<file path="src/rtl/complex_gain_imbalance_estimator_macros.svh">
// Assertion macros for the complex gain imbalance estimator.
// Used by the controller and datapath modules; no other dependencies.
`ifndef COMPLEX_GAIN_IMBALANCE_ESTIMATOR_MACROS_SVH
`define COMPLEX_GAIN_IMBALANCE_ESTIMATOR_MACROS_SVH
`ifndef NO_ASSERTIONS
`define CGIE_ASSERT(label, clk, rst_n, prop, msg) \
  label: assert property (@(posedge clk) disable iff (!rst_n) prop) else $error(msg);
`define CGIE_ASSERT_NR(label, clk, prop, msg) \
  label: assert property (@(posedge clk) prop) else $error(msg);
`else
`define CGIE_ASSERT(label, clk, rst_n, prop, msg)
`define CGIE_ASSERT_NR(label, clk, prop, msg)
`endif
`endif

</file>
<file path="src/rtl/cgie_pkg.sv">
// Shared types and constants for the complex gain imbalance estimator.
// No dependencies.
package cgie_pkg;
  localparam int unsigned ACC_W = 40;
  localparam int unsigned NUM_W = 33;
  localparam int unsigned DEN_W = 32;
  localparam int unsigned FRAC_BITS = 15;

  localparam logic [0:0] REG_IS_SOURCE = 1'b0;
  localparam logic [0:0] REG_IS_END    = 1'b1;

  typedef enum logic [2:0] {
    ST_IDLE,
    ST_MUL,
    ST_DIV_RE,
    ST_DIV_IM,
    ST_ACC,
    ST_OUT
  } state_t;

  typedef struct packed {
    logic load;      // capture input beat
    logic div_start; // start divider
    logic div_sel;   // 0: real numerator, 1: imaginary
    logic acc;       // add terms, update counters
    logic out_load;  // fill output register
  } cmd_t;

  typedef struct packed {
    logic div_done;
  } sts_t;
endpackage

</file>
<file path="src/rtl/cgie_ctrl.sv">
// Controller FSM: sequences capture, two divisions, accumulate and output.
// Depends on cgie_pkg and the assertion macro header.
`include "complex_gain_imbalance_estimator_macros.svh"
module cgie_ctrl (
  input  logic             clk,
  input  logic             rst_n,
  input  logic             in_tvalid,
  output logic             in_tready,
  input  logic             out_full,
  input  logic             out_take,
  input  cgie_pkg::sts_t   sts,
  output cgie_pkg::cmd_t   cmd
);
  cgie_pkg::state_t state_r, state_nxt;

  always_ff @(posedge clk) begin
    if (!rst_n) state_r <= cgie_pkg::ST_IDLE;
    else state_r <= state_nxt;
  end

  always_comb begin
    state_nxt = state_r;
    cmd = '0;
    in_tready = 1'b0;
    unique case (state_r)
      cgie_pkg::ST_IDLE: begin
        in_tready = 1'b1;
        if (in_tvalid) begin
          cmd.load = 1'b1;
          state_nxt = cgie_pkg::ST_MUL;
        end
      end
      cgie_pkg::ST_MUL: begin
        cmd.div_start = 1'b1;
        state_nxt = cgie_pkg::ST_DIV_RE;
      end
      cgie_pkg::ST_DIV_RE: begin
        if (sts.div_done) state_nxt = cgie_pkg::ST_DIV_IM;
      end
      cgie_pkg::ST_DIV_IM: begin
        cmd.div_sel = 1'b1;
        cmd.div_start = 1'b1;
        state_nxt = cgie_pkg::ST_ACC;
      end
      cgie_pkg::ST_ACC: begin
        cmd.div_sel = 1'b1;
        if (sts.div_done) state_nxt = cgie_pkg::ST_OUT;
      end
      cgie_pkg::ST_OUT: begin
        if (!out_full || out_take) begin
          cmd.acc = 1'b1;
          cmd.out_load = 1'b1;
          state_nxt = cgie_pkg::ST_IDLE;
        end
      end
      default: state_nxt = cgie_pkg::ST_IDLE;
    endcase
  end

  `CGIE_ASSERT(a_load_idle, clk, rst_n, cmd.load |-> state_r == cgie_pkg::ST_IDLE, "load outside idle")
  `CGIE_ASSERT(a_load_mul, clk, rst_n, cmd.load |=> state_r == cgie_pkg::ST_MUL, "no multiply after load")
  `CGIE_ASSERT(a_out_room, clk, rst_n, cmd.out_load |-> (!out_full || out_take), "output overrun")
endmodule

</file>
<file path="config.mk">
export PLATFORM = sky130hd
export DESIGN_NAME = cgie_ctrl
export DESIGN_NICKNAME = d
export VERILOG_FILES = /design/src/rtl/cgie_pkg.sv /design/src/rtl/cgie_ctrl.sv
export VERILOG_INCLUDE_DIRS = /design/src /design/src/rtl
export SDC_FILE = /design/constraint.sdc
export NUM_CORES = 1
export LEC_CHECK = 0
export BUFFER_PORTS_ARGS = -buffer_cell sky130_fd_sc_hd__buf_2
export CAP_MARGIN = 40
export CORE_AREA = 2 2 39 41
export CTS_CLUSTER_SIZE = 10
export DETAILED_ROUTE_END_ITERATION = 10
export DIE_AREA = 0 0 41 43
export GPL_TIMING_DRIVEN = 0
export PLACE_DENSITY = 0.4
export SETUP_SLACK_MARGIN = 0.2
export SYNTH_ARGS = -nofsm -noshare
export SYNTH_HDL_FRONTEND = slang
export SYNTH_SLANG_ARGS = --single-unit
</file>
<file path="constraint.sdc">
create_clock -name clk -period 1.21 [get_ports clk]
set_clock_uncertainty 0.2 [all_clocks]
set_input_delay 0.1815 -clock clk [delete_from_list [all_inputs] [get_ports clk]]
set_output_delay 0.1815 -clock clk [all_outputs]
set_load 0.01 [all_outputs]
</file>
# After elaboration in Yosys (flattened, before gate mapping)

Index checks and enable logic that the tools add are counted.

Flip-flop bits (word level): 3
Bits of input ports: 6
Logic and storage cells: 28

Equal/unequal tests: 9
Multiplexer cells: 12
Reductions and logical operators: 6

Operators by type and width:

| kind                                                 | count |
|---|---|
| one-hot mux 3 bit (6 select lines)                   | 1 |
| 2-to-1 mux 3 bit                                     | 4 |
| != test 2 bit (second input constant)                | 4 |
| equality test 3 x 2 -> 1 bit (second input constant) | 2 |
| equality test 3 bit (second input constant)          | 2 |
| 2-to-1 mux 1 bit                                     | 5 |
| 2-to-1 mux 2 bit                                     | 2 |
| AND reduction 4 bit                                  | 1 |
| OR reduction 2 bit                                   | 2 |
| equality test 3 x 1 -> 1 bit (second input constant) | 1 |
| zero test 3 bit                                      | 1 |
| zero test 1 bit                                      | 1 |
| logical OR 1 bit                                     | 1 |

# Logic depth before layout (Yosys ltp)

Word-level depth: 4
Gate-level depth with buffers: 4
Gate-level depth less buffers: 3

# Worst setup path before layout

OpenSTA, ideal clock, no wires.

Path type: reg2out
Start: register state_r[0]
End: output cmd[2] in the netlist's numbering
Data arrival time: 1016 ps
Required time: 829 ps
Slack: -187 ps
Stages on the path, launching flop included: 5
Buffers on the path: 1
Cells stage by stage: dfxtp_1 > clkbuf_2 > nor2b_1 > and2_1 > o21bai_1

RTL lines:

| what                   | line            | source |
|---|---|---|
| start, declared        | cgie_ctrl.sv:14 | `cgie_pkg::state_t state_r, state_nxt;` |
| start signal, assigned | cgie_ctrl.sv:17 | `if (!rst_n) state_r <= cgie_pkg::ST_IDLE;` |
| start signal, assigned | cgie_ctrl.sv:18 | `else state_r <= state_nxt;` |
| end, declared          | cgie_ctrl.sv:12 | `output cgie_pkg::cmd_t cmd` |

==> summary.md <==
| Metric | Value |
|---|---|
| Status | `finished, violations left` |
| Failing checks | `setup timing` |
| Via count | `245` |
| CTS tree | `yes` |
| Clock Path Buffers | `2` |
| First-pass GRT wire length | `1010 um` |
| DR iter-0 viols | `2` |
| Worst R2R Setup Slack | `-0.16 ns` |
| Die Ht | `around 43 um` |
| Cell Area, Synth | `193 sq um` |
| Layout fillers | `150` |
| Minimum clock period | `1.56 ns` |
| Finished Layout Cells | `62` |
| Largest net degree at the start of global routing | `6` |
| Total congestion overflow | `0` |
| Synth-to-Final Area Change | `150%` |
| Setup ws final | `-0.351 ns` |
| Worst hold slack | `0.00461 ns` |
| Clk_lat worst skew | `0.23 ns` |
| Synth warnings | `0` |
| Endpoints failing setup | `9` |
| Die width | `41 um` |
| Vias in the first global route | `between 200 and 250` |
| Worst Max-Slew Pin Slew | `0.169 ns` |
| Die Area | `1760 sq um` |
| Placed Instances | `50` |
| Syn Nets | `29` |
| Top Ports | `12` |
| Clk pin slew, worst setup/hold paths | `0.03 ns` |
| CTS buffer count | `3` |
| CTS Sinks | `3` |
| Final GP Congestion | `between 0.6 and 0.7` |
| Initial Utilization | `13.9%` |
| Initial antenna violation count | `0` |
| Antenna Cells | `0` |
| PD cells | `roughly 1100 nW/um^2` |
| GRT Total Usage | `8.61%` |
| Max Fclk | `641 MHz` |
| Slew Viols, Final | `0` |
| Most flops, register | `state_r` |
| First-pass iteration count of the detailed router | `2` |
| Max_cap viols | `0` |
| Final wirelength | `610 um` |
| Cell count of the worst reg-to-reg path | `6` |
| FF-to-FF Start | `state_r[0]` |
| Port bufs | `11` |
| Nets@finish | `53` |
| Antenna Violating Nets Remaining | `0` |
| Tcrit/Tclk final | `129%` |
| Max reg flops | `3` |
| Final setup TNS | `-1.71 ns` |
| Clk root buf | `clkbuf_4` |
| Residual DRC count | `0` |
| CP Capture Point | `cmd[2]` |
| CP Max Fanout | `4` |
| Layout cell share with drive strength beyond 1 | `approximately three quarters` |
| H-tree depth | `1` |
| Worst Path Arrival | `around 1.2 ns` |
| Worst VDD drop | `0.000603 V` |
| Crit path kind | `reg -> out` |
| Top Registers | `state_r (3)` |
| Via/cell ratio | `3.95` |
| Syn Inst Count | `23` |
| Crit path required time | `0.83 ns` |
| Netlist cell types | `20` |
| Crit path from | `state_r[0]` |
| Sequential element share of the synthesized area | `a little under a third` |
| Critical R2R Capture | `state_r[0]` |
| Crit. End Element | `primary output` |
| Placeable core region | `1380 sq um` |
| Final Hold Violating Endpoints | `0` |
| Leak Pwr | `between 0.2 and 0.25 nW` |
| Max-slew headroom | `88.6%` |
| Hold Crit Class | `in -> reg` |
| Num rows | `14` |
| RSZ-0062 raised after global routing | `yes` |
| CP startpoint kind | `register` |
| Routed WL per cell | `9.84 um` |
| Mean area per synthesized cell | `roughly 8.4 sq um` |
| #FFs+latches synth | `3` |
| Layout Utilization | `34.8%` |
==> cells in the final DEF, fill, tap and decap left out, drive strengths merged <==
master,instances
nor2,1
dfxtp,3
and3,1
nor2b,1
o21a,1
clkbuf,4
nand2,1
and2,2
buf,20
xor2,1
o21bai,1
o31a,1
nor3b,1
nor3,2
xnor2,1
nand2b,2
a21oi,1
dlygate4sd3,1
inv,1
==> per-layer routing <==
metal	up-vias	wire length, um	global-route usage, %
met3	0	36	3.14
met2	6	338	10.9
li1	124	-	-
met1	115	235	10.5
met5	-	0	0
met4	0	0	8.00
==> through the flow <==
step	instance area, sq um	setup slack, ns	power [mW]
2_1_floorplan	249	-0.0481	0.239
3_3_place_gp	324	-0.153	0.278
3_5_place_dp	324	-0.161	0.281
4_1_cts	405	-0.376	0.511
5_1_grt	482	-0.407	0.602
6_report	482	-0.351	0.550
==> report_power, final <==
group / switching, mW / internal (mW) / leakage, nW
clock network: 0.0484 / 0.123 / 0.0150
registers: 0.0215 / 0.114 / 0.0264
logic: 0.0829 / 0.160 / 0.178
==> kinds of logic after synthesis <==
logic type	after synthesis	share of synthesized area, %
AO/OA/AOI/OAI	4	14.9
XOR/XNOR	2	9.09
buffers and inverters	3	8.44
flip-flops	3	31.2
AND/OR/NAND/NOR	11	36.4
==> worst max-delay path, stage by stage (launching register included) <==
cell and delay [ns]:
dfxtp_2 0.31, buf_8 0.12, nor2b_4 0.12, and2_4 0.13
o21bai_4 0.16, buf_6 0.12
==> cell usage after synthesis <==
cell type	count	area share [%]
nor3_2	1	5.2
nor2_1	1	1.9
and2_4	1	4.5
a21oi_1	1	2.6
nor2b_1	1	3.2
o31a_1	1	4.5
buf_4	1	3.9
nor3b_1	1	3.9
xor2_1	1	4.5
o21a_1	1	3.9
nand2b_1	2	6.5
o21bai_1	1	3.9
and3_1	1	3.2
nor3_1	1	2.6
inv_1	1	1.9
and2_1	1	3.2
nand2_1	1	1.9
clkbuf_2	1	2.6
xnor2_1	1	4.5
dfxtp_1	3	31
==> area by class of cell <==
| type | instances | area (sq um) | area share, % |
|---|---|---|---|
| plain buffers | 2 | 22.5 | 4.68 |
| clock buffers | 4 | 26.3 | 5.45 |
| inverters | 1 | 3.75 | 0.779 |
| multi-input cells | 17 | 170 | 35.3 |
| flip-flops and latches | 3 | 68.8 | 14.3 |
| well taps | 16 | 20.0 | 4.16 |
| repair buffers | 19 | 170 | 35.3 |
==> worst min-delay path by stage <==
| stage | start | cells after the start | to |
|---|---|---|---|
| final | rst_n | 2 | state_r[0] |
| after global routing | rst_n | 2 | state_r[0] |
| after CTS | rst_n | 2 | state_r[2] |
| after detailed placement | rst_n | 2 | state_r[2] |
| after global placement | rst_n | 2 | state_r[2] |
| after floorplan | rst_n | 1 | state_r[2] |
==> repair_timing <==
| action | 4_1_cts | 5_1_grt |
|---|---|---|
| gates resized for setup | 2 | 12 |
| setup buffers | 4 | 3 |
| endpoints found under the setup margin | 9 | 9 |
| pin swaps | 1 | 2 |
| hold endpoints to repair | 1 | 1 |
Note: power is estimated with default switching activity, not from simulation.
